File: src/design/smi_pkg.sv
`default_nettype none

package smi_pkg;

  localparam int DEPTH_DEFAULT = 64;
  localparam int VALUE_W       = 32;
  localparam int MODE_W        = 2;

  typedef enum logic [MODE_W-1:0] {
    MODE_LOAD_A = 2'd0,
    MODE_LOAD_B = 2'd1,
    MODE_RUN    = 2'd2,
    MODE_NONE   = 2'd3
  } mode_t;

  typedef enum logic [2:0] {
    ST_IDLE,
    ST_SORT_NEXT,
    ST_SORT_KEY,
    ST_SORT_CMP,
    ST_SORT_PUT,
    ST_MERGE_RD,
    ST_MERGE_CMP,
    ST_FINISH
  } state_t;

endpackage

`default_nettype wire

File: src/design/sorted_multiset_intersection.sv
`default_nettype none
// Channel   Direction  Handshake                    Payload
// command   in         start, transfer when !busy   mode, value
// result    out        strobe, one cycle, no stall  common_value, has_value, last, overflow
//
// A load of list A or B is a single transfer; busy stays low, so loads
// stream at one per cycle. A run sorts list A then list B in place by insertion
// sort through the one read and one write port of each list memory, then
// merges with two pointers, each merge step a read state then a compare state.
// One signed comparator is shared by sort and merge. Results come out at most
// one per merge step; the last one, with last set, is on the ports in the same
// cycle that busy first reads low. Reset is synchronous and empties both lists;
// the receiver cannot stall results.
module sorted_multiset_intersection
  import smi_pkg::*;
#(
  parameter int DEPTH = DEPTH_DEFAULT
) (
  input  wire logic                      clk,
  input  wire logic                      rst,
  input  wire logic                      start,
  output logic                           busy,
  input  wire logic [MODE_W-1:0]         mode,
  input  wire logic signed [VALUE_W-1:0] value,
  output logic                           strobe,
  output logic signed [VALUE_W-1:0]      common_value,
  output logic                           has_value,
  output logic                           last,
  output logic                           overflow
);

  localparam int AW = (DEPTH > 1) ? $clog2(DEPTH) : 1;
  localparam int CW = $clog2(DEPTH + 1);

  state_t state, state_next;

  logic [VALUE_W-1:0] list_a [DEPTH];
  logic [VALUE_W-1:0] list_b [DEPTH];
  logic [VALUE_W-1:0] rdata_a, rdata_b, rdata_sel;

  logic [CW-1:0] count_a, count_a_next, count_b, count_b_next;
  logic [CW-1:0] idx_i, idx_i_next, idx_j, idx_j_next, idx_k, idx_k_next;
  logic [CW-1:0] i_dec, k_dec, k_dec2, sort_n;
  logic          sel, sel_next;
  logic          dropped, dropped_next;
  logic          hold_valid, hold_valid_next;
  logic [VALUE_W-1:0] key, key_next, hold, hold_next;

  logic [AW-1:0]      rd_addr_a, rd_addr_b, wr_addr;
  logic [VALUE_W-1:0] wr_data;
  logic               we_a, we_b;

  logic [VALUE_W-1:0] cmp_x, cmp_y;
  logic               cmp_lt, cmp_eq;

  logic                      strobe_next, has_value_next, last_next, overflow_next;
  logic signed [VALUE_W-1:0] common_value_next;

  logic accept;

  assign busy      = (state != ST_IDLE);
  assign accept    = start && !busy;
  assign rdata_sel = sel ? rdata_b : rdata_a;
  assign sort_n    = sel ? count_b : count_a;
  assign i_dec     = idx_i - CW'(1);
  assign k_dec     = idx_k - CW'(1);
  assign k_dec2    = idx_k - CW'(2);

  // shared comparator
  assign cmp_x  = (state == ST_MERGE_CMP) ? rdata_a : key;
  assign cmp_y  = (state == ST_MERGE_CMP) ? rdata_b : rdata_sel;
  assign cmp_lt = $signed(cmp_x) < $signed(cmp_y);
  assign cmp_eq = (cmp_x == cmp_y);

  always_comb begin
    state_next = state;
    unique case (state)
      ST_IDLE: begin
        if (accept && mode == MODE_RUN) state_next = ST_SORT_NEXT;
      end
      ST_SORT_NEXT: begin
        if (idx_i < sort_n) state_next = ST_SORT_KEY;
        else if (sel) state_next = ST_MERGE_RD;
      end
      ST_SORT_KEY: state_next = ST_SORT_CMP;
      ST_SORT_CMP: begin
        if (!cmp_lt) state_next = ST_SORT_NEXT;
        else if (idx_k <= CW'(1)) state_next = ST_SORT_PUT;
      end
      ST_SORT_PUT: state_next = ST_SORT_NEXT;
      ST_MERGE_RD: begin
        if (idx_i < count_a && idx_j < count_b) state_next = ST_MERGE_CMP;
        else state_next = ST_FINISH;
      end
      ST_MERGE_CMP: state_next = ST_MERGE_RD;
      ST_FINISH:    state_next = ST_IDLE;
      default:      state_next = ST_IDLE;
    endcase
  end

  always_comb begin
    count_a_next      = count_a;
    count_b_next      = count_b;
    idx_i_next        = idx_i;
    idx_j_next        = idx_j;
    idx_k_next        = idx_k;
    sel_next          = sel;
    dropped_next      = dropped;
    hold_valid_next   = hold_valid;
    hold_next         = hold;
    key_next          = key;
    rd_addr_a         = idx_i[AW-1:0];
    rd_addr_b         = idx_i[AW-1:0];
    wr_addr           = idx_k[AW-1:0];
    wr_data           = key;
    we_a              = 1'b0;
    we_b              = 1'b0;
    strobe_next       = 1'b0;
    common_value_next = $signed(hold);
    has_value_next    = 1'b1;
    last_next         = 1'b0;
    overflow_next     = dropped;
    unique case (state)
      ST_IDLE: begin
        if (accept) begin
          case (mode)
            MODE_LOAD_A: begin
              wr_data = value;
              wr_addr = count_a[AW-1:0];
              if (count_a < CW'(DEPTH)) begin
                we_a         = 1'b1;
                count_a_next = count_a + CW'(1);
              end else begin
                dropped_next = 1'b1;
              end
            end
            MODE_LOAD_B: begin
              wr_data = value;
              wr_addr = count_b[AW-1:0];
              if (count_b < CW'(DEPTH)) begin
                we_b         = 1'b1;
                count_b_next = count_b + CW'(1);
              end else begin
                dropped_next = 1'b1;
              end
            end
            MODE_RUN: begin
              sel_next   = 1'b0;
              idx_i_next = CW'(1);
            end
            default: ;
          endcase
        end
      end
      ST_SORT_NEXT: begin
        if (idx_i >= sort_n) begin
          if (!sel) begin
            sel_next   = 1'b1;
            idx_i_next = CW'(1);
          end else begin
            idx_i_next      = '0;
            idx_j_next      = '0;
            hold_valid_next = 1'b0;
          end
        end
      end
      ST_SORT_KEY: begin
        key_next   = rdata_sel;
        idx_k_next = idx_i;
        rd_addr_a  = i_dec[AW-1:0];
        rd_addr_b  = i_dec[AW-1:0];
      end
      ST_SORT_CMP: begin
        if (cmp_lt) begin
          wr_data    = rdata_sel;
          idx_k_next = k_dec;
          rd_addr_a  = k_dec2[AW-1:0];
          rd_addr_b  = k_dec2[AW-1:0];
        end else begin
          idx_i_next = idx_i + CW'(1);
        end
        we_a = !sel;
        we_b = sel;
      end
      ST_SORT_PUT: begin
        we_a       = !sel;
        we_b       = sel;
        idx_i_next = idx_i + CW'(1);
      end
      ST_MERGE_RD: begin
        rd_addr_a = idx_i[AW-1:0];
        rd_addr_b = idx_j[AW-1:0];
      end
      ST_MERGE_CMP: begin
        if (cmp_eq) begin
          strobe_next     = hold_valid;
          hold_next       = rdata_a;
          hold_valid_next = 1'b1;
          idx_i_next      = idx_i + CW'(1);
          idx_j_next      = idx_j + CW'(1);
        end else if (cmp_lt) begin
          idx_i_next = idx_i + CW'(1);
        end else begin
          idx_j_next = idx_j + CW'(1);
        end
      end
      ST_FINISH: begin
        strobe_next       = 1'b1;
        last_next         = 1'b1;
        has_value_next    = hold_valid;
        common_value_next = hold_valid ? $signed(hold) : '0;
        count_a_next      = '0;
        count_b_next      = '0;
        dropped_next      = 1'b0;
      end
      default: ;
    endcase
  end

  always_ff @(posedge clk) begin
    if (we_a) list_a[wr_addr] <= wr_data;
    if (we_b) list_b[wr_addr] <= wr_data;
    rdata_a <= list_a[rd_addr_a];
    rdata_b <= list_b[rd_addr_b];
  end

  always_ff @(posedge clk) begin
    if (rst) begin
      state      <= ST_IDLE;
      count_a    <= '0;
      count_b    <= '0;
      dropped    <= 1'b0;
      hold_valid <= 1'b0;
      sel        <= 1'b0;
      strobe     <= 1'b0;
    end else begin
      state      <= state_next;
      count_a    <= count_a_next;
      count_b    <= count_b_next;
      dropped    <= dropped_next;
      hold_valid <= hold_valid_next;
      sel        <= sel_next;
      strobe     <= strobe_next;
    end
  end

  always_ff @(posedge clk) begin
    idx_i        <= idx_i_next;
    idx_j        <= idx_j_next;
    idx_k        <= idx_k_next;
    key          <= key_next;
    hold         <= hold_next;
    common_value <= common_value_next;
    has_value    <= has_value_next;
    last         <= last_next;
    overflow     <= overflow_next;
  end

  a_mid_result_busy: assert property (@(posedge clk) disable iff (rst)
    strobe && !last |-> busy)
    else $error("non-final result outside a run");

  a_last_idle: assert property (@(posedge clk) disable iff (rst)
    strobe && last |-> !busy)
    else $error("final result while still busy");

  a_empty_is_last: assert property (@(posedge clk) disable iff (rst)
    strobe && !has_value |-> last)
    else $error("empty result not marked last");

  a_count_bound: assert property (@(posedge clk) disable iff (rst)
    count_a <= CW'(DEPTH) && count_b <= CW'(DEPTH))
    else $error("list count beyond depth");

  a_merge_order: assert property (@(posedge clk) disable iff (rst)
    state == ST_MERGE_CMP |-> $past(state) == ST_MERGE_RD)
    else $error("merge compare without read");

endmodule

`default_nettype wire
File: config.mk
export PLATFORM = sky130hd
export DESIGN_NAME = sorted_multiset_intersection
export DESIGN_NICKNAME = d
export VERILOG_FILES = /design/src/design/smi_pkg.sv /design/src/design/sorted_multiset_intersection.sv
export SDC_FILE = /design/constraint.sdc
export NUM_CORES = 2
export LEC_CHECK = 0
export BUFFER_PORTS_ARGS = -buffer_cell sky130_fd_sc_hd__buf_2
export CAP_MARGIN = 20
export CELL_PAD_IN_SITES_DETAIL_PLACEMENT = 0
export CELL_PAD_IN_SITES_GLOBAL_PLACEMENT = 1
export CORE_MARGIN = 2
export CORE_UTILIZATION = 47
export CTS_BUF_LIST = sky130_fd_sc_hd__clkbuf_4
export DETAILED_ROUTE_END_ITERATION = 12
export PLACE_DENSITY = 0.74
export SYNTH_ARGS = -nofsm -noshare
export SYNTH_HDL_FRONTEND = slang
export SYNTH_SLANG_ARGS = --single-unit
File: constraint.sdc
create_clock -name clk -period 26.5 [get_ports clk]
set_clock_uncertainty 0.05 [all_clocks]
set_input_delay 3.975 -clock clk [delete_from_list [all_inputs] [get_ports clk]]
set_output_delay 3.975 -clock clk [all_outputs]
set_load 0.01 [all_outputs]
==> Word-level counts from Yosys, hierarchy flattened <==
Memories as Yosys holds them, arrays and structs flattened. A register that Yosys moved wholly into a read port is not among the register bits.
Cells that the tools add are included.
{ "totals": {"inputBits": 37, "ff_bits": 141, "latchBits": 0, "elab_cells": 161, "mem_count": 2, "ram_bits": 4096, "romBits": 0} }
{ "memory_table": {"columns": ["memory", "words", "width", "rd", "rd_clocked_by_memory_dff", "write_ports", "line_no", "text"], "rows": [
  ["list_a", 64, 32, 1, 1, 1, "sorted_multiset_intersection.sv:37", "logic [VALUE_W-1:0] list_a [DEPTH];"],
  ["list_b", 64, 32, 1, 1, 1, "sorted_multiset_intersection.sv:38", "logic [VALUE_W-1:0] list_b [DEPTH];"]
]} }
{ "op_classes": {"bitwise_logic": 0, "mul": 0, "magnitude_cmp": 8, "eq_ne": 29, "mux": 74, "reduce_logical": 25, "shift": 0, "add_sub_neg": 7, "n_div": 0} }
{ "ops": {"columns": ["op", "n"], "rows": [
  ["32-bit 2-to-1 mux", 8],
  ["7-bit 2-to-1 mux", 18],
  ["32-bit case mux with 2 select lines", 1],
  ["7-bit case mux with 2 select lines", 4],
  ["7-bit case mux with 5 select lines", 1],
  ["32-bit equality test", 1],
  ["32-bit < comparator", 1],
  ["7-bit by 1-bit adder with 7-bit output (second input constant)", 4],
  ["3-bit case mux with 8 select lines", 1],
  ["6-bit case mux with 2 select lines", 2],
  ["1-bit 2-to-1 mux", 23],
  ["2-bit inequality test (second input constant)", 11],
  ["7-bit < comparator", 3],
  ["4-bit AND reduction", 5],
  ["6-bit 2-to-1 mux", 3],
  ["3-bit inequality test (second input constant)", 6],
  ["6-bit case mux with 3 select lines", 1],
  ["3-bit 2-to-1 mux", 5],
  ["7-bit < comparator (second input constant)", 2],
  ["1-bit case mux with 2 select lines", 7],
  ["3-bit equality test (second input constant)", 4],
  ["2-bit nonzero test", 4],
  ["7-bit greater-or-equal comparator", 1],
  ["7-bit by 1-bit less-or-equal comparator with 1-bit output (second input constant)", 1],
  ["20 further kinds", 26]
]} }

==> Longest topological paths before layout <==
{ "logic_depth": {"depth_word": 7, "depth_mapped": 25} }

==> Least setup slack after synthesis <==
No wires, ideal clock.
{ "synth_path": {"path_type": "input port to flip-flop", "start": "input start", "end": "memory list_a[0][7], data pin", "setup_time_ns": 0.892, "required_time_ns": 25.558, "arrival_ns": 8.579, "path_stages": 8, "path_slack_ns": 16.979, "n_path_buf": 2, "path_cell_list": "nand2_1 nor2_1 clkbuf_1 clkbuf_1 a21oi_1 a21oi_1 a21oi_1 a21oi_1"} }
{ "synth_between": {"elab_chain_len": 3} }
{ "synth_rtl": {"columns": ["item", "line_no", "text"], "rows": [
  ["from (decl)", "sorted_multiset_intersection.sv:21", "input wire logic start,"],
  ["1-bit logical AND", "sorted_multiset_intersection.sv:62", "assign accept = start && !busy;"],
  ["32-bit 2-to-1 mux", "sorted_multiset_intersection.sv:125", "if (accept) begin"],
  ["32-bit case mux with 2 select lines", "sorted_multiset_intersection.sv:123", "unique case (state)"],
  ["via wr_data[7]", "sorted_multiset_intersection.sv:50", "logic [VALUE_W-1:0] wr_data;"],
  ["to (decl)", "sorted_multiset_intersection.sv:37", null]
]} }
The timed path passes the listed nets, and every way through them passes these cells.

==> Final worst setup path <==
{ "layout_path": {"start": "register state[0]", "end": "register rdata_b[27], read port of list_b"} }
{ "layout_between": {"elab_chain_len": 5, "elab_cells_between_ends": 9, "cone_classes": "order compare: 1; eq/ne: 4; mux: 4"} }
{ "layout_rtl": {"columns": ["item", "line_no", "text"], "rows": [
  ["from (decl)", "sorted_multiset_intersection.sv:35", "state_t state, state_next;"],
  ["from (signal assigned)", "sorted_multiset_intersection.sv:237", "state <= state_next;"],
  ["3-bit equality test", "sorted_multiset_intersection.sv:70, sorted_multiset_intersection.sv:71", null],
  ["32-bit 2-to-1 mux, on equally long branches", "sorted_multiset_intersection.sv:70, sorted_multiset_intersection.sv:71", null],
  ["32-bit < comparator", "sorted_multiset_intersection.sv:72", "assign cmp_lt = $signed(cmp_x) < $signed(cmp_y);"],
  ["6-bit 2-to-1 mux", "sorted_multiset_intersection.sv:174", "if (cmp_lt) begin"],
  ["6-bit case mux with 3 select lines *", "sorted_multiset_intersection.sv:123", null],
  ["to (decl)", "sorted_multiset_intersection.sv:39", "logic [VALUE_W-1:0] rdata_a, rdata_b, rdata_sel;"]
]} }
Every way passes the cells marked *; elsewhere a longest branch is shown, timed or not.
A chain may end at the register's enable or synchronous reset.

==> metrics.txt <==
Worst Path Arrival 11.95 ns; worst reg-to-reg setup slack 15.98 ns; Clock transition at path regs 0.06 ns; clock latency on the worst-skew pair 1.69 ns; post-synthesis mux area share 7.37%; worst stage delay on the critical path 0.81 ns; Cell Area, Placed 177000 um^2; Hold Crit Depth 0; first-pass GRT wire length 741000 um; Die Y 604 um; Sink Count 4301; final instance area 191000 um^2; cell taking the most area after synthesis edfxtp_1; vias per cell 6.12; CP endpoint kind register; final worst path period share 39.7%; Lkg Pwr 64.3 nW; Least-Margin Pin Slew 1.37 ns; wire per inst 30.6 um; Max Cap Violations 0; Avg Cell Area, Syn 15.8 um^2; simple logic cell fraction of the synthesized area 9.20%; Post-CTS Setup Inserts 0; status complete, no violations; register share of total power 54.0%; number of flops mapped to enable cells by yosys 4181; nets 11.7k; clk root buf clkbuf_4; Final ANT Viol Nets 0; most frequent cell after synthesis edfxtp_1; core area 358000 um^2; largest family of logic cells by synthesized area simple AND/OR/NAND/NOR gates; Yosys Warn Count 0; Post-CTS Hold Buffers 0; number of port buffers 73; commonest cells in the netlist edfxtp_1 (4181), nand2_1 (2377), mux4_2 (468); Reg2Reg Depth 20; gr ovfl total 0; Initial Util 47.2%; Reg-to-Reg End rdata_b[27]$_DFF_P_; largest net degree at the start of global routing 189; Yosys top cell area share 74.3%; DR iter-0 viols 13.6k; Switching Share 24.0%; Worst slew margin 8.70%; dpl ws 15.94 ns; RSZ-0062 raised after global routing false; GP Congestion 0.914; clock share of power 39.3%; area grow syn2layout 12.9%; Post-Synthesis Cells 10.7k; Clock Path Buffers 5; fillers 28.9k; CP max-delay cell dfxtp_1; max-slew violation count 0; VDD IR-drop max 0.0000476 V; register area share after synthesis 75.7%; Synth area leaders edfxtp_1 (74%), mux4_2 (6.2%), nand2_1 (5.3%); cts repair resizes 0; cell row count 220; fin worst setup slack 15.98 ns; Final Hold Vio Count 0; worst hold slack 0.319 ns; min-delay worst type register to register; Synth Area in Compound Gates 5.34%; flops & latches, synth 4301; Internal Pwr Total 10.8 mW; Yosys cell types 82; H-tree Lvls 7; top_reg_cell synth edfxtp_1; critical path class register to register; asr flop ratio synth 0%; Max Clk Rate 0.0950 GHz; net count after synthesis 10.8k; initial antenna violation count 48; worst-path cell chain nor2b_1 > nand2_4 > buf_16 > mux2_2 > ha_1 > nand4_1 > nor3_1 > a21boi_0 > o41ai_1 > a2111oi_1 > a211o_4 > buf_4 > buf_4 > buf_4 > buf_4 > and3_1 > a311oi_1 > a31oi_1 > o22ai_1 > or4_1; Hold Path End overflow$_DFF_P_; DRC Markers 0; HP Start dropped$_SDFFE_PP0P_; FF-to-FF Start state[0]$_SDFFE_PP0P_; hpwl dp 298000 um; CTS Buf Count 1171; Via Count 105k; CTS tree yes; worst-path fanout max 74; Top cell by count, worst path buf_4; power density over cell area 74.4 nW/um^2; drt first pass iters 8; synthesized area 169000 um^2; WL final 526000 um; vias in the first global route 103k; final setup violation count 0; net switching power 3.41 mW; Worst setup SP type register; xor-xnor portion of the synthesized cell area 0.140%; Synth Area in Adders 0.452%; Worst EP required 27.92 ns; Die Wd 604 um; GRT Util Overall 28.8%; minimum clock period 10.52 ns; Gate power share 6.7%; layout cell share with drive strength beyond 1 23.4%; Fin Setup TNS 0 ns; boundary pin count 74; Die ar. 364000 um^2
-- power groups by stage --
stage	Clock (mW)	Sequential [mW]	Combinational, mW
2_1_floorplan	0	7.81	0.491
3_3_place_gp	0	7.81	0.912
3_5_place_dp	0	7.81	0.935
4_1_cts	5.66	7.66	0.937
5_1_grt	6.01	7.66	0.993
6_report	5.57	7.67	0.954
-- routing by layer --
metal / vias up / track usage, % / part of all wire [%]
met5: - / 0 / 0.014
met4: 12 / 17.6 / 5.9
li1: 44000 / - / -
met3: 1177 / 7.51 / 11
met1: 53400 / 36.1 / 36
met2: 6591 / 45.1 / 47
-- cell type report --
type                            instances  area, um^2  share of cell area (%)
Inverter                               34         128                  0.0669
Clock inverter                        218        1160                   0.606
Antenna cell                           81         203                   0.106
Tap cell                             4773        5970                    3.13
Timing Repair Buffer                  427        3300                    1.73
Multi-Input combinational cell       5694       39600                    20.8
Clock buffer                         1655       12400                    6.51
Sequential cell                      4301      128000                    67.1
-- worst max-delay path: cells and delay by family, from the launching register on --
family                   cells  cell delay [ns]
buffers and inverters        5             3.42
AO/OA/AOI/OAI                7             2.99
AND/OR/NAND/NOR              6             2.21
flip-flops                   1             0.81
multiplexers                 1             0.38
adder cells (fa/ha/maj)      1             0.31
-- cells in the final DEF (no fill, tap or decap), types with 166 or more instances in the layout --
master,Yosys,routed
a21oi_1,231,207
nand2_1,2377,2364
clkbuf_4,0,1656
nand3_1,382,382
a31oi_1,381,381
buf_4,27,327
and3_1,386,386
edfxtp_1,4181,4181
mux4_2,468,468
clkinv_1,1,166
a22oi_1,188,188
-- flip-flops by register name, summed over array words and instances, names as in the netlist, 3 cells and up --
signal / cells
list_a: 2048
key: 32
common_value: 32
hold: 32
count_b: 7
rdata_b: 32
state: 3
idx_i: 7
count_a: 7
idx_j: 7
idx_k: 7
list_b: 2048
rdata_a: 32
-- how the worst max path moves through the flow --
| stage | startpoint | end | cells after the start |
|---|---|---|---|
| 3_3_place_gp | state[0]$_SDFFE_PP0P_ | rdata_a[10]$_DFF_P_ | 20 |
| 6_report | state[0]$_SDFFE_PP0P_ | rdata_b[27]$_DFF_P_ | 20 |
| 5_1_grt | state[0]$_SDFFE_PP0P_ | rdata_a[10]$_DFF_P_ | 21 |
| 2_1_floorplan | start | list_a[0][7]$_DFFE_PP_ | 8 |
| 3_5_place_dp | state[0]$_SDFFE_PP0P_ | rdata_b[27]$_DFF_P_ | 19 |
| 4_1_cts | state[0]$_SDFFE_PP0P_ | rdata_b[27]$_DFF_P_ | 19 |
-- stage by stage --
stage / total power, mW / std cells / utilization (%)
after floorplan: 8.30 / 10700 / -
after global placement: 8.72 / 15200 / 49.3
after detailed placement: 8.74 / 15200 / 49.3
after CTS: 14.3 / 17100 / 53.1
after global routing: 14.7 / 17200 / 53.2
final: 14.2 / 17200 / 53.2
-- kinds of logic after synthesis --
| logic type | count (synthesis) |
|---|---|
| flops | 4301 |
| simple gates | 3607 |
| compound gates | 1347 |
| buf+inv | 701 |
| mux | 652 |
| fa+ha+maj | 61 |
| xor+xnor | 27 |
Note: power is estimated with default switching activity, not from simulation.
